--- src/rtl/lprl_pkg.sv ---
// Package for the longest prefix route lookup core: table sizes, the stored
// route word layout and the mask length function.
// No dependencies.
`timescale 1ns / 1ps
`default_nettype none

package lprl_pkg;

   localparam int TABLE_ENTRIES = 16;
   localparam int PORT_COUNT    = 16;
   localparam int IDX_W         = (TABLE_ENTRIES > 1) ? $clog2(TABLE_ENTRIES) : 1;

   localparam int ADDR_W = 32;
   localparam int PORT_W = 4;
   localparam int LEN_W  = 6;
   localparam int SLOT_W = 4;

   // Command codes carried on the action field of a word.
   localparam logic ACT_LOOKUP = 1'b0;
   localparam logic ACT_WRITE  = 1'b1;

   // One stored route; the mask length is worked out when the route is written.
   typedef struct packed {
      logic [ADDR_W-1:0] prefix;
      logic [ADDR_W-1:0] mask;
      logic [PORT_W-1:0] port;
      logic [LEN_W-1:0]  len;
   } route_entry_type;

   localparam int ENTRY_W = $bits(route_entry_type);

   // Controls from the sequencer to the match selector.
   typedef struct packed {
      logic             clear;
      logic             eval;
      logic [IDX_W-1:0] idx;
   } scan_ctrl_type;

   // Count of set bits: nibble counts first, then a short sum over eight nibbles.
   function automatic logic [LEN_W-1:0] mask_length(input logic [ADDR_W-1:0] m);
      logic [2:0]       nib [8];
      logic [LEN_W-1:0] sum;
      for (int n = 0; n < 8; n++) begin
         nib[n] = {2'b00, m[4*n]} + {2'b00, m[4*n+1]} + {2'b00, m[4*n+2]}
                + {2'b00, m[4*n+3]};
      end
      sum = '0;
      for (int n = 0; n < 8; n++) begin
         sum = sum + {3'b000, nib[n]};
      end
      return sum;
   endfunction

endpackage

`default_nettype wire

--- src/rtl/lprl_route_ram.sv ---
// Generic single-port-write, single-port-read synchronous RAM with a registered
// read port. No dependencies.
`timescale 1ns / 1ps
`default_nettype none

module lprl_route_ram #(
   parameter int DEPTH = 16,
   parameter int WIDTH = 74,
   parameter int AW    = 4
) (
   input  wire logic             clock,
   input  wire logic             we,
   input  wire logic [AW-1:0]    wr_addr,
   input  wire logic [WIDTH-1:0] wr_data,
   input  wire logic             rd_en,
   input  wire logic [AW-1:0]    rd_addr,
   output logic      [WIDTH-1:0] rd_data
);

   logic [WIDTH-1:0] mem [DEPTH];
   logic [WIDTH-1:0] rd_data_ff;

   always_ff @(posedge clock) begin
      if (we) begin
         mem[wr_addr] <= wr_data;
      end
      if (rd_en) begin
         rd_data_ff <= mem[rd_addr];
      end
   end

   assign rd_data = rd_data_ff;

endmodule

`default_nettype wire

--- src/rtl/lprl_best_sel.sv ---
// Match selector: tests one route word a cycle while eval is set against the
// destination and keeps the longest match so far. Depends on lprl_pkg.
`timescale 1ns / 1ps
`default_nettype none

module lprl_best_sel (
   input  wire logic                            clock,
   input  wire logic                            reset,
   input  wire lprl_pkg::scan_ctrl_type         ctrl,
   input  wire logic [lprl_pkg::ADDR_W-1:0]     dest_addr,
   input  wire lprl_pkg::route_entry_type       entry,
   input  wire logic                            entry_valid,
   output logic                                 hit,
   output logic      [lprl_pkg::PORT_W-1:0]     best_port,
   output logic      [lprl_pkg::IDX_W-1:0]      best_idx,
   output logic      [lprl_pkg::LEN_W-1:0]      best_len
);
   import lprl_pkg::*;

   logic             hit_ff,  hit_in;
   logic [PORT_W-1:0] port_ff, port_in;
   logic [IDX_W-1:0] idx_ff,  idx_in;
   logic [LEN_W-1:0] len_ff,  len_in;
   logic             match;
   logic             take;

   assign match = entry_valid && (((dest_addr ^ entry.prefix) & entry.mask) == '0);
   // Strictly longer replaces, so the lowest slot keeps a tie.
   assign take  = ctrl.eval && match && (!hit_ff || (entry.len > len_ff));

   always_comb begin
      hit_in  = hit_ff;
      port_in = port_ff;
      idx_in  = idx_ff;
      len_in  = len_ff;
      if (ctrl.clear) begin
         hit_in  = 1'b0;
         port_in = '0;
         idx_in  = '0;
         len_in  = '0;
      end else if (take) begin
         hit_in  = 1'b1;
         port_in = entry.port;
         idx_in  = ctrl.idx;
         len_in  = entry.len;
      end
   end

   always_ff @(posedge clock) begin
      if (reset) begin
         hit_ff  <= 1'b0;
         port_ff <= '0;
         idx_ff  <= '0;
         len_ff  <= '0;
      end else begin
         hit_ff  <= hit_in;
         port_ff <= port_in;
         idx_ff  <= idx_in;
         len_ff  <= len_in;
      end
   end

   assign hit       = hit_ff;
   assign best_port = port_ff;
   assign best_idx  = idx_ff;
   assign best_len  = len_ff;

   // A hit never reports a length that no mask can have.
   a_len_range: assert property (@(posedge clock) disable iff (reset)
      hit_ff |-> (len_ff <= LEN_W'(ADDR_W)))
      else $error("best length out of range");

   // Without a hit the best registers stay at zero.
   a_miss_zero: assert property (@(posedge clock) disable iff (reset)
      !hit_ff |-> (len_ff == '0 && port_ff == '0 && idx_ff == '0))
      else $error("best registers set without a hit");

   // A clear always empties the selector on the next cycle.
   a_clear: assert property (@(posedge clock) disable iff (reset)
      ctrl.clear |=> !hit_ff)
      else $error("clear did not drop the hit");

endmodule

`default_nettype wire

--- src/rtl/longest_prefix_route_lookup_core.sv ---
// Top level of the longest prefix route lookup core: command port, scan
// sequencer, valid bits and the route memory. Depends on lprl_pkg,
// lprl_route_ram and lprl_best_sel.
// Results: a write word gives its result in the cycle after it is taken; a lookup
// scans every slot, then passes a drain state and a done state before its result.
// Throughput: one word at a time; busy is high from the accepting edge until
// the result cycle ends. The scan reads one route per cycle from the memory
// port, which sets the lookup time. The receiver cannot stall the result.
// Reset (synchronous) marks every route invalid at once; no clearing pass.
`timescale 1ns / 1ps
`default_nettype none

module longest_prefix_route_lookup_core (
   input  wire logic                        clock,
   input  wire logic                        reset,
   input  wire logic                        start,
   output logic                             busy,
   input  wire logic                        req_action,
   input  wire logic [lprl_pkg::ADDR_W-1:0] req_dest_addr,
   input  wire logic [lprl_pkg::SLOT_W-1:0] req_entry_index,
   input  wire logic [lprl_pkg::ADDR_W-1:0] req_entry_prefix,
   input  wire logic [lprl_pkg::ADDR_W-1:0] req_entry_mask,
   input  wire logic [lprl_pkg::PORT_W-1:0] req_entry_port,
   input  wire logic                        req_entry_valid,
   output logic                             rsp_strobe,
   output logic                             rsp_found,
   output logic      [lprl_pkg::PORT_W-1:0] rsp_out_port,
   output logic      [lprl_pkg::SLOT_W-1:0] rsp_match_index,
   output logic      [lprl_pkg::LEN_W-1:0]  rsp_match_length
);
   import lprl_pkg::*;

   localparam logic [2:0] ST_IDLE  = 3'd0;
   localparam logic [2:0] ST_SCAN  = 3'd1;
   localparam logic [2:0] ST_DRAIN = 3'd2;
   localparam logic [2:0] ST_DONE  = 3'd3;
   localparam logic [2:0] ST_WRITE = 3'd4;

   localparam logic [IDX_W-1:0] LAST_IDX = IDX_W'(TABLE_ENTRIES - 1);

   logic [2:0]         state_ff, state_in;
   logic [IDX_W-1:0]   scan_idx_ff, scan_idx_in;
   logic               eval_ff;
   logic [IDX_W-1:0]   eval_idx_ff;
   logic               rd_valid_ff;
   logic [TABLE_ENTRIES-1:0] valid_ff;

   // Captured word.
   logic [ADDR_W-1:0]  addr_ff;
   logic [IDX_W-1:0]   wr_idx_ff;
   logic [ADDR_W-1:0]  wr_prefix_ff;
   logic [ADDR_W-1:0]  wr_mask_ff;
   logic [PORT_W-1:0]  wr_port_ff;
   logic               wr_valid_ff;
   logic               wr_ok_ff;

   logic               accept;
   logic               issue;
   logic               ram_we;
   route_entry_type    wr_entry;
   logic [ENTRY_W-1:0] rd_word;
   route_entry_type    rd_entry;
   scan_ctrl_type      ctrl;
   logic               hit;
   logic [PORT_W-1:0]  best_port;
   logic [IDX_W-1:0]   best_idx;
   logic [LEN_W-1:0]   best_len;

   assign busy   = (state_ff != ST_IDLE);
   assign accept = start && !busy;
   assign issue  = (state_ff == ST_SCAN);
   assign ram_we = (state_ff == ST_WRITE) && wr_ok_ff;

   always_comb begin
      state_in    = state_ff;
      scan_idx_in = scan_idx_ff;
      case (state_ff)
         ST_IDLE: begin
            if (accept) begin
               state_in    = (req_action == ACT_WRITE) ? ST_WRITE : ST_SCAN;
               scan_idx_in = '0;
            end
         end
         ST_SCAN: begin
            if (scan_idx_ff == LAST_IDX) begin
               state_in = ST_DRAIN;
            end else begin
               scan_idx_in = scan_idx_ff + 1'b1;
            end
         end
         ST_DRAIN: state_in = ST_DONE;
         ST_DONE:  state_in = ST_IDLE;
         ST_WRITE: state_in = ST_IDLE;
         default:  state_in = ST_IDLE;
      endcase
   end

   always_ff @(posedge clock) begin
      if (reset) begin
         state_ff    <= ST_IDLE;
         scan_idx_ff <= '0;
         eval_ff     <= 1'b0;
         valid_ff    <= '0;
      end else begin
         state_ff    <= state_in;
         scan_idx_ff <= scan_idx_in;
         eval_ff     <= issue;
         if (ram_we) begin
            valid_ff[wr_idx_ff] <= wr_valid_ff;
         end
      end
   end

   always_ff @(posedge clock) begin
      if (accept) begin
         addr_ff      <= req_dest_addr;
         wr_idx_ff    <= IDX_W'(req_entry_index);
         wr_prefix_ff <= req_entry_prefix;
         wr_mask_ff   <= req_entry_mask;
         wr_port_ff   <= req_entry_port;
         wr_valid_ff  <= req_entry_valid;
         // Writes to a missing slot or an unknown port leave the table alone.
         wr_ok_ff     <= (32'(req_entry_index) < TABLE_ENTRIES)
                      && (32'(req_entry_port) < PORT_COUNT);
      end
      eval_idx_ff <= scan_idx_ff;
      rd_valid_ff <= valid_ff[scan_idx_ff];
   end

   always_comb begin
      wr_entry.prefix = wr_prefix_ff;
      wr_entry.mask   = wr_mask_ff;
      wr_entry.port   = wr_port_ff;
      wr_entry.len    = mask_length(wr_mask_ff);
   end

   lprl_route_ram #(
      .DEPTH (TABLE_ENTRIES),
      .WIDTH (ENTRY_W),
      .AW    (IDX_W)
   ) u_ram (
      .clock   (clock),
      .we      (ram_we),
      .wr_addr (wr_idx_ff),
      .wr_data (wr_entry),
      .rd_en   (issue),
      .rd_addr (scan_idx_ff),
      .rd_data (rd_word)
   );

   assign rd_entry   = route_entry_type'(rd_word);
   assign ctrl.clear = accept;
   assign ctrl.eval  = eval_ff;
   assign ctrl.idx   = eval_idx_ff;

   lprl_best_sel u_best (
      .clock       (clock),
      .reset       (reset),
      .ctrl        (ctrl),
      .dest_addr   (addr_ff),
      .entry       (rd_entry),
      .entry_valid (rd_valid_ff),
      .hit         (hit),
      .best_port   (best_port),
      .best_idx    (best_idx),
      .best_len    (best_len)
   );

   // A write word answers with all zeros; the selector was cleared at accept.
   assign rsp_strobe       = (state_ff == ST_DONE) || (state_ff == ST_WRITE);
   assign rsp_found        = (state_ff == ST_DONE) && hit;
   assign rsp_out_port     = (state_ff == ST_DONE) ? best_port : '0;
   assign rsp_match_index  = (state_ff == ST_DONE) ? SLOT_W'(best_idx) : '0;
   assign rsp_match_length = (state_ff == ST_DONE) ? best_len : '0;

   a_accept_busy: assert property (@(posedge clock) disable iff (reset)
      accept |=> busy)
      else $error("word taken but busy not raised");

   a_rsp_then_idle: assert property (@(posedge clock) disable iff (reset)
      rsp_strobe |=> !busy)
      else $error("result not followed by idle");

   a_rsp_only_busy: assert property (@(posedge clock) disable iff (reset)
      rsp_strobe |-> busy)
      else $error("result strobe outside a busy cycle");

   a_write_no_eval: assert property (@(posedge clock) disable iff (reset)
      ram_we |-> !eval_ff && !issue)
      else $error("table write overlaps a scan");

endmodule

`default_nettype wire

--- config.mk ---
export PLATFORM = sky130hd
export DESIGN_NAME = longest_prefix_route_lookup_core
export DESIGN_NICKNAME = d
export VERILOG_FILES = /design/src/rtl/lprl_pkg.sv /design/src/rtl/lprl_route_ram.sv /design/src/rtl/lprl_best_sel.sv /design/src/rtl/longest_prefix_route_lookup_core.sv
export SDC_FILE = /design/constraint.sdc
export NUM_CORES = 1
export LEC_CHECK = 0
export ABC_CLOCK_PERIOD_IN_PS = 10700
export BUFFER_PORTS_ARGS = -buffer_cell sky130_fd_sc_hd__buf_2
export CAP_MARGIN = 20
export CORE_AREA = 2 2 440 354
export CTS_CLUSTER_SIZE = 16
export DETAILED_ROUTE_END_ITERATION = 8
export DIE_AREA = 0 0 442 356
export PLACE_DENSITY = 0.47
export SLEW_MARGIN = 30
export SYNTH_ARGS = -nofsm -noshare
export SYNTH_HDL_FRONTEND = slang
export SYNTH_SLANG_ARGS = --single-unit
--- constraint.sdc ---
create_clock -name clock -period 10.7 [get_ports clock]
set_input_delay 0.535 -clock clock [delete_from_list [all_inputs] [get_ports clock]]
set_output_delay 0.535 -clock clock [all_outputs]
set_load 0.01 [all_outputs]
==> results.ini, run 1 <==
[final_layout]
fin_area_um2=62100
post-route-util_pct=40.4
mostFrequentLayoutCells=1363 x edfxtp_1, 375 x mux4_2, 150 x clkbuf_16, 125 x buf_2, 102 x dlygate4sd3_1
fill_cells=13400
synthToLayoutAreaGrowth_pct=16.5
fin_nets=2687
layout_commonest_cell=edfxtp_1
layout-drive-gt1-share_pct=29.6

[power]
power_density_nw_per_um2=232
p_switching_w=0.00371
pwr-share-seq_pct=50.4
swShare_pct=25.8
power_frac_clock_pct=34.6
peakVddDrop_mv=0.336
comb_power_share_pct=15.0
p_int_w=0.0107
p_leak_nw=19.1

[clocking]
clkTransAtPathRegs_ns=0.06
clk_latency_ns=0.79
cts_resized=0
htree_levels=4
cts_tree=built
ctsRootBufferMaster=clkbuf_16
cts_setup_buffers=0
cts_buffer_depth=3
cts_buffers=145
clock_sinks=1407

[route]
drt_first_pass_iters=5
detail_route.wl_per_cell_um=29.4
vias=24100
via_per_inst=5.14
wl_um=138000
drt_iter0_markers=2252
ant_nets=0
drc=0

[synthesis]
synth_fp_nets=2369
yosysSeqAreaShare_pct=78.5
synth.top_cell.area_share_pct=76.8
synth.area.top_cells=edfxtp_1 77%, mux4_2 16%, dfxtp_1 1.7%, fa_1 0.90%, buf_6 0.68%
syn_inst=2222
synth_cell_type_count=43
yosys_warnings=0
synth_enable_flop_cells=1363
syn-cell-area_um2=53300
synthFlopType=edfxtp_1
ys_ff_latch=1407
synth_area_per_cell_um2=24.0
yosys.area.top_type=edfxtp_1
synthArstFlopShare_pct=0

[sta]
period_share_pct=53.8
setup_violations=0
post-route-min-period_ns=5.76
tightestPinTransition_ns=1.02
holdWs_ns=0.0615
fmax_ghz=0.174
fin_setup_tns_ns=0
finClkSkew_ns=0.0314
timing.slew.headroom_pct=32.1
rsz0062_at_grt=false
slew_viol_final=0
hold_violations=0

[critical_path]
worstSetupPathType=reg -> reg
critPathCaptureType=register
startpoint_type=register
worstPathArrival_ns=6.26
cp_common_cell=fa_1
path_max_fanout=17
crit_slowest_cell=edfxtp_1
cp.required_ns=11.20
cp_cell_sequence=inv_1, fa_1, fa_1, fa_1, fa_1, fa_1, fa_1, inv_1, ha_1, inv_1, fa_1, inv_1, a21o_1, a21oi_1, xnor2_2
critPathMaxStageDelay_ns=0.65

[global_route]
grt_use_total_pct=17.6
grt_pass1_wl_um=194000
antenna_found_initial=4
grt_pass1_vias=25400
grt_overflow=0
grt_max_degree=133

[floorplan]
floorplan.initialDensity_pct=34.7
die-area_um2=157000
num_rows=129
dieHeight_um=356
die_w_um=442
io_pins=126
design.core.area_um2=153000

[status]
status=completed

[flow_run]
max_cap_viol_count=0

[placed_design]
port_buffers=125
dpl_cell_area_um2=56400
dp_hpwl_um=71800
place_congestion=0.721

[min_path]
min_path_type=in -> reg

-- routing by layer --
layer  wire, um  up-vias  track usage (%)
met5          0        -                0
met4       2620        0             4.79
met3       7380      160             2.93
met2      65900      685             28.3
met1      61700    13200             24.9
li1           -    10000                -
-- cells by family after synthesis --
group / share of synthesized area, %
adder cells (fa/ha/maj): 1.23
AND/OR/NAND/NOR: 1.16
AO/OA/AOI/OAI: 0.942
XOR/XNOR: 0.608
flip-flops: 78.5
multiplexers: 15.9
buffers and inverters: 1.63
-- final timing paths --
| path | end | startpoint | depth (start not counted) | slack [ns] |
|---|---|---|---|---|
| max | u_ram.mem[8][4] | wr_mask_ff[11] | 15 | 4.94 |
| min | wr_mask_ff[13] | req_entry_mask[13] | 1 | 0.06 |
| max reg2reg | u_ram.mem[8][4] | wr_mask_ff[11] | 15 | 4.94 |
| min reg2reg | u_best.best_idx[0] | eval_idx_ff[0] | 2 | 0.45 |
-- cell usage after synthesis, types with 8 or more instances --
master / n
buf_6: 32
a21oi_1: 36
clkbuf_1: 51
fa_1: 24
buf_1: 8
a22oi_1: 11
and2_1: 9
nand4_1: 18
ha_1: 14
buf_2: 8
xor2_1: 33
inv_1: 59
mux4_2: 375
o21ai_0: 18
nor2_1: 33
edfxtp_1: 1363
dfxtp_1: 44
nand2_1: 24
o21ai_1: 10
-- per-stage QoR --
step / instances / total power, W / worst slack (ns)
2_1_floorplan: 2222 / 0.00869 / 4.13
3_3_place_gp: 4319 / 0.00931 / 4.81
3_5_place_dp: 4320 / 0.00945 / 4.62
4_1_cts: 4686 / 0.0145 / 4.59
5_1_grt: 4689 / 0.0150 / 4.60
6_report: 4689 / 0.0144 / 4.94
-- repair_timing --
| item | CTS | global route |
|---|---|---|
| setup endpoints to repair | 0 | 0 |
| endpoints found under the hold margin | 102 | 0 |
| hold buffers | 102 | 0 |
-- worst max-delay path: cells and delay by family (launching register included) --
kind,cells,cell delay [ns]
AOI/OAI and AO/OA,2,0.20
xor gates and xnor gates,1,0.52
adders and majority gates,8,3.63
buffers and inverters,4,0.48
DFF,1,0.65
-- sequential cells by signal, indices dropped and copies added, names as in the netlist, 3 cells and up --
name              flops
state_ff              3
wr_idx_ff             4
scan_idx_ff           4
u_ram.rd_data        74
addr_ff              32
wr_prefix_ff         32
wr_port_ff            4
valid_ff             16
wr_mask_ff           32
u_best.best_len       6
eval_idx_ff           4
u_best.best_idx       4
u_best.best_port      4
u_ram.mem          1184
-- final cells by class --
cell class              instances  area, um^2  share of cell area [%]
clock buffers                 177        3860                    6.23
diodes                          2        5.00                 0.00806
clock inverters                87         795                    1.28
repair buffers                273        2090                    3.37
flip-flops and latches       1407       41800                    67.4
multi-input cells             653       10700                    17.3
inverters                      60         235                   0.379
well taps                    2030        2540                    4.09
-- power by group through the flow --
stage	combinational, W	sequential, W	clock, W
floorplan	0.00141	0.00727	0
global placement	0.00195	0.00736	0
detailed placement	0.00207	0.00738	0
CTS	0.00211	0.00727	0.00511
global route	0.00237	0.00728	0.00533
finish	0.00216	0.00726	0.00498
(Power assumes the default switching activity.)
==> inputs of run 2 (changes only) <==
--- a/config.mk
+++ b/config.mk
@@ -5,7 +5,7 @@
 export SDC_FILE = /design/constraint.sdc
 export NUM_CORES = 1
 export LEC_CHECK = 0
-export ABC_CLOCK_PERIOD_IN_PS = 10700
+export ABC_CLOCK_PERIOD_IN_PS = 5820
 export BUFFER_PORTS_ARGS = -buffer_cell sky130_fd_sc_hd__buf_2
 export CAP_MARGIN = 20
 export CORE_AREA = 2 2 440 354
==> constraint.sdc (replaced) <==
create_clock -name clock -period 5.82 [get_ports clock]
set_input_delay 0.291 -clock clock [delete_from_list [all_inputs] [get_ports clock]]
set_output_delay 0.291 -clock clock [all_outputs]
set_load 0.01 [all_outputs]
==> results.ini, run 2 (same netlist as run 1, synthesis figures left out) <==
[power]
power_density_nw_per_um2=424
p_leak_nw=19.3
peakVddDrop_mv=0.972

[floorplan]
dieHeight_um=356
num_rows=129
die_w_um=442
die-area_um2=157000
floorplan.initialDensity_pct=34.7
io_pins=126
design.core.area_um2=153000

[sta]
holdWs_ns=0.224
fmax_ghz=0.182
rsz0062_at_grt=false
hold_violations=0
slew_viol_final=0
finClkSkew_ns=0.0239
post-route-min-period_ns=5.49
timing.slew.headroom_pct=36.7
period_share_pct=94.3
tightestPinTransition_ns=0.950
setup_violations=0

[clocking]
htree_levels=4
cts_tree=built
clkTransAtPathRegs_ns=0.06
cts_buffer_depth=3
ctsRootBufferMaster=clkbuf_16
clock_sinks=1407
clk_latency_ns=0.78
cts_buffers=144

[final_layout]
fin_area_um2=62500
fill_cells=13400
post-route-util_pct=40.7
fin_nets=2718
layout_commonest_cell=edfxtp_1
largest_reg_flops=1184
synthToLayoutAreaGrowth_pct=17.3
layout-drive-gt1-share_pct=29.9
mostFrequentLayoutCells=1363 x edfxtp_1, 375 x mux4_2, 148 x clkbuf_16, 125 x buf_2, 110 x dlygate4sd3_1
fin_cells=4711
seq_area_um2=41800
multiInputGateArea_um2=10700
regMostFlops=u_ram.mem

[placed_design]
place_congestion=0.732
port_buffers=125
dpl_cell_area_um2=56800
dp_cells=4343
dp_hpwl_um=73000

[critical_path]
ff2ff_setup_slack_ns=0.33
cp_cell_sequence=inv_1, fa_1, fa_1, fa_1, fa_1, fa_1, fa_1, inv_1, ha_1, inv_1, fa_1, inv_1, a21o_1, a21oi_1, xnor2_4
r2r_end=u_ram.mem[2][4]
worst-path-buf-inv=4
worstSetupPathType=reg -> reg
r2r_cells=15
cp.required_ns=6.33
crit_slowest_cell=fa_1
cp_common_cell=fa_1
crit_family=adder cells
path_max_fanout=16
startpoint_type=register
critPathMaxStageDelay_ns=0.66
critPathCaptureType=register
worstPathArrival_ns=6.00
rr_startpoint=wr_mask_ff[27]

[flow_run]
max_cap_viol_count=0

[route]
drc=0
detail_route.wl_per_cell_um=29.5
wl_um=139000
drt_iter0_markers=2509
via_per_inst=5.17
drt_first_pass_iters=8
ant_nets=0
vias=24400

[global_route]
grt_use_met2_pct=27.9
grt_util_met1_pct=25.2
antenna_found_initial=9
grt_pass1_wl_um=195000
grt_overflow=0
grt_use_total_pct=17.7
grt_pass1_vias=25300
grt_max_degree=76
busiest_layer=met2
use_met3_pct=3.15

[min_path]
hold_end=wr_prefix_ff[2]
min_path_type=in -> reg
hold_depth=2
min_from=req_entry_prefix[2]

[status]
status=completed

==> run 2: cell types whose count changed in the layout (fill, tap and decap cells not counted), moves of 3 or more <==
| cell | change |
|---|---|
| clkinvlp_4 | -4 |
| clkbuf_1 | +5 |
| dlygate4sd3_1 | +8 |
| buf_12 | +20 |
| buf_4 | +4 |
| clkinv_2 | -3 |
| clkinv_4 | -3 |
| inv_6 | +4 |
| clkinv_1 | -6 |
==> run 2: report_power, final <==
part / internal (W) / switching (W) / total, W
combinational: 0.00156 / 0.00274 / 0.00431
clock: 0.00514 / 0.00384 / 0.00898
sequential: 0.0130 / 0.000281 / 0.0132
==> run 2: final cells by class <==
cell class / instances / share of cell area (%)
clock inverters: 73 / 1.10
multi-input cells: 653 / 17.2
diodes: 2 / 0.00801
flip-flops and latches: 1407 / 66.9
inverters: 60 / 0.376
well taps: 2030 / 4.06
clock buffers: 181 / 6.16
repair buffers: 305 / 4.19
==> run 2: timing repair <==
action / in CTS / in global routing
hold buffers: 110 / 0
gates cloned: 0 / 0
setup endpoints to repair: 16 / 16
gates resized for setup: 1 / 1
hold endpoints to repair: 127 / 0
buffers inserted: 0 / 0
==> run 2: routing by layer <==
layer	vias up	wire, um
li1	10100	-
met1	13400	63000
met2	711	65400
met3	182	7080
met4	0	3300
met5	-	0
==> run 2: worst max path at each step <==
stage	start	endpoint	slack [ns]	cells past startpoint
detailed placement	wr_mask_ff[27]	u_ram.mem[8][4]	-0.14	15
finish	wr_mask_ff[27]	u_ram.mem[2][4]	0.33	15
global placement	wr_mask_ff[23]	u_ram.mem[0][4]	0.11	16
CTS	wr_mask_ff[27]	u_ram.mem[2][4]	0.20	15
floorplan	wr_mask_ff[23]	u_ram.mem[0][4]	0.62	15
global route	wr_mask_ff[27]	u_ram.mem[2][4]	0.15	15
==> run 2: through the flow <==
| step | power (W) | worst slack (ns) | TNS (ns) |
|---|---|---|---|
| 2_1_floorplan | 0.0159 | 0.622 | 0 |
| 5_1_grt | 0.0275 | 0.145 | 0 |
| 3_3_place_gp | 0.0171 | 0.110 | 0 |
| 4_1_cts | 0.0268 | 0.201 | 0 |
| 6_report | 0.0265 | 0.332 | 0 |
| 3_5_place_dp | 0.0177 | -0.142 | -2.26 |
==> inputs of run 3 (changes only) <==
--- a/config.mk
+++ b/config.mk
@@ -5,13 +5,13 @@
 export SDC_FILE = /design/constraint.sdc
 export NUM_CORES = 1
 export LEC_CHECK = 0
-export ABC_CLOCK_PERIOD_IN_PS = 5820
+export ABC_AREA = 1
 export BUFFER_PORTS_ARGS = -buffer_cell sky130_fd_sc_hd__buf_2
 export CAP_MARGIN = 20
-export CORE_AREA = 2 2 440 354
+export CORE_AREA = 2 2 444 358
 export CTS_CLUSTER_SIZE = 16
 export DETAILED_ROUTE_END_ITERATION = 8
-export DIE_AREA = 0 0 442 356
+export DIE_AREA = 0 0 446 360
 export PLACE_DENSITY = 0.47
 export SLEW_MARGIN = 30
 export SYNTH_ARGS = -nofsm -noshare
==> results.ini, run 3 <==
[status]
status=completed

[global_route]
grt_overflow=0
grt_pass1_vias=32000
grt_pass1_wl_um=231000
grt_use_total_pct=19.8
grt_max_degree=205
antenna_found_initial=7

[synthesis]
synth_enable_flop_cells=1363
synth.area.top_cells=edfxtp_1 75%, o21ai_0 5.7%, nor2_1 4.8%, o221ai_1 3.3%, dfxtp_1 1.6%
synth-xor-area-share_pct=0.0483
syn-cell-area_um2=54400
ys_ff_latch=1407
synth-compound-area-share_pct=11.6
synth_fp_nets=4036
yosys.area.top_type=edfxtp_1
synth_most_common_cell=edfxtp_1
syn_inst=3889
synthSimpleGateAreaFrac_pct=7.43
synth-adder-area-share_pct=1.21
synth.top_cell.area_share_pct=75.2
synthArstFlopShare_pct=0
yosys_warnings=0
yosysSeqAreaShare_pct=76.9
synthFlopType=edfxtp_1
synthMuxAreaShare_pct=0
yosys-top-cells-count=1363 x edfxtp_1, 697 x nor2_1, 623 x o21ai_0, 205 x o221ai_1, 195 x nand2_1
synth_area_per_cell_um2=14.0
synth_cell_type_count=36
synth_top_family_by_area=compound AO/OA/AOI/OAI gates

[critical_path]
critPathCaptureType=register
ff2ff_setup_slack_ns=0.70
crit_slowest_cell=fa_1
r2r_end=u_ram.mem[1][4]
worstPathArrival_ns=5.72
cp_cell_sequence=inv_1, fa_1, fa_1, fa_1, fa_1, fa_1, fa_1, inv_1, ha_1, inv_1, fa_1, o21ai_0, xor2_1, buf_4
cp.required_ns=6.42
critPathMaxStageDelay_ns=0.55
r2r_cells=14
startpoint_type=register
path_max_fanout=16
cp_common_cell=fa_1
rr_startpoint=wr_mask_ff[15]
worstSetupPathType=reg -> reg

[sta]
tightestPinTransition_ns=0.996
setup_violations=0
fin_setup_tns_ns=0
timing.slew.headroom_pct=33.6
fmax_ghz=0.195
post-route-min-period_ns=5.12
rsz0062_at_grt=false
period_share_pct=87.9
finClkSkew_ns=0.0245
hold_violations=0
slew_viol_final=0
setup_ws_ns=0.702
holdWs_ns=0.221

[floorplan]
die-area_um2=161000
io_pins=126
design.core.area_um2=156000
num_rows=130
floorplan.initialDensity_pct=34.8
die_w_um=446
dieHeight_um=360

[clocking]
htree_levels=4
cts_setup_buffers=0
cts_buffer_depth=3
clock_sinks=1407
clk_latency_ns=0.78
cts_tree=built
cts_buffers=146
ctsRootBufferMaster=clkbuf_16
clkTransAtPathRegs_ns=0.06

[placed_design]
place_congestion=0.743
dp_hpwl_um=79500
port_buffers=125
dp_slack_ns=0.729

[route]
via_per_inst=5.31
drc=0
drt_first_pass_iters=5
vias=33200
drt_iter0_markers=3646
wl_um=162000
ant_nets=0
detail_route.wl_per_cell_um=25.8

[power]
power_density_nw_per_um2=449
peakVddDrop_mv=1.21
p_leak_nw=20.9
total_power_w=0.0284

[final_layout]
layout_commonest_cell=edfxtp_1
synthToLayoutAreaGrowth_pct=16.3
regMostFlops=u_ram.mem
layout-drive-gt1-share_pct=10.3
largest_reg_flops=1184
mostFrequentLayoutCells=1363 x edfxtp_1, 684 x nor2_1, 623 x o21ai_0, 205 x o221ai_1, 195 x nand2_1
fin_nets=4243
post-route-util_pct=40.5

[flow_run]
max_cap_viol_count=0

[min_path]
min_from=req_entry_prefix[6]
hold_depth=2
min_path_type=in -> reg
hold_end=wr_prefix_ff[6]

## run 3: how the worst max path moves through the flow
stage / startpoint / endpoint / cells after the start
3_5_place_dp: wr_mask_ff[15] / u_ram.mem[8][4] / 14
2_1_floorplan: wr_mask_ff[23] / u_ram.mem[0][4] / 13
3_3_place_gp: wr_mask_ff[17] / u_ram.mem[7][2] / 12
5_1_grt: wr_mask_ff[17] / u_ram.mem[1][4] / 14
4_1_cts: wr_mask_ff[15] / u_ram.mem[7][2] / 12
6_report: wr_mask_ff[15] / u_ram.mem[1][4] / 14
## run 3: repair_timing
action / 4_1_cts / 5_1_grt
hold buffers: 109 / 0
endpoints found under the hold margin: 110 / 0
gates resized for setup: 0 / 0
## run 3: per-layer routing
metal / up-vias / global-route usage, % / routed length, um / part of all wire (%)
li1: 15000 / - / - / -
met1: 17000 / 29.2 / 76000 / 47
met2: 948 / 30.2 / 73000 / 45
met3: 207 / 3.38 / 8870 / 5.5
met4: 2 / 5.14 / 3610 / 2.2
met5: - / 0 / 11 / 0.0068
## run 3: kinds of logic after synthesis
logic type | Yosys count
AOI/OAI and AO/OA | 1030
xor gates and xnor gates | 3
adders and majority gates | 38
buffers and inverters | 391
DFF | 1407
and+or+nand+nor | 1020
## run 3: metrics by stage
step	cell area, um^2	cells
floorplan	54400	3889
global placement	57500	5884
detailed placement	57500	5884
CTS	63200	6257
global route	63300	6259
finish	63300	6259
## run 3: area by class of cell
class                      count  area, um^2
timing repair buffer         316        2550
antenna                        1        2.50
clock inverter                69         722
inverter                     134         564
multi-input combinational   2091       11100
fill                       14500       92900
tap                         2046        2560
sequential                  1407       41800
clock buffer                 195        3930
## run 3: where the power goes
group / switching, W / total, W / internal [W]
Combinational: 0.00382 / 0.00530 / 0.00148
Sequential: 0.000392 / 0.0138 / 0.0135
Clock: 0.00395 / 0.00928 / 0.00534
Total: 0.00816 / 0.0284 / 0.0203
## run 3: critical path: cells and delay by family (launching register included)
kind	cells	cell delay [ns]
flops	1	0.48
fa+ha+maj	8	3.51
buf+inv	4	0.51
xor+xnor	1	0.17
compound gates	1	0.25
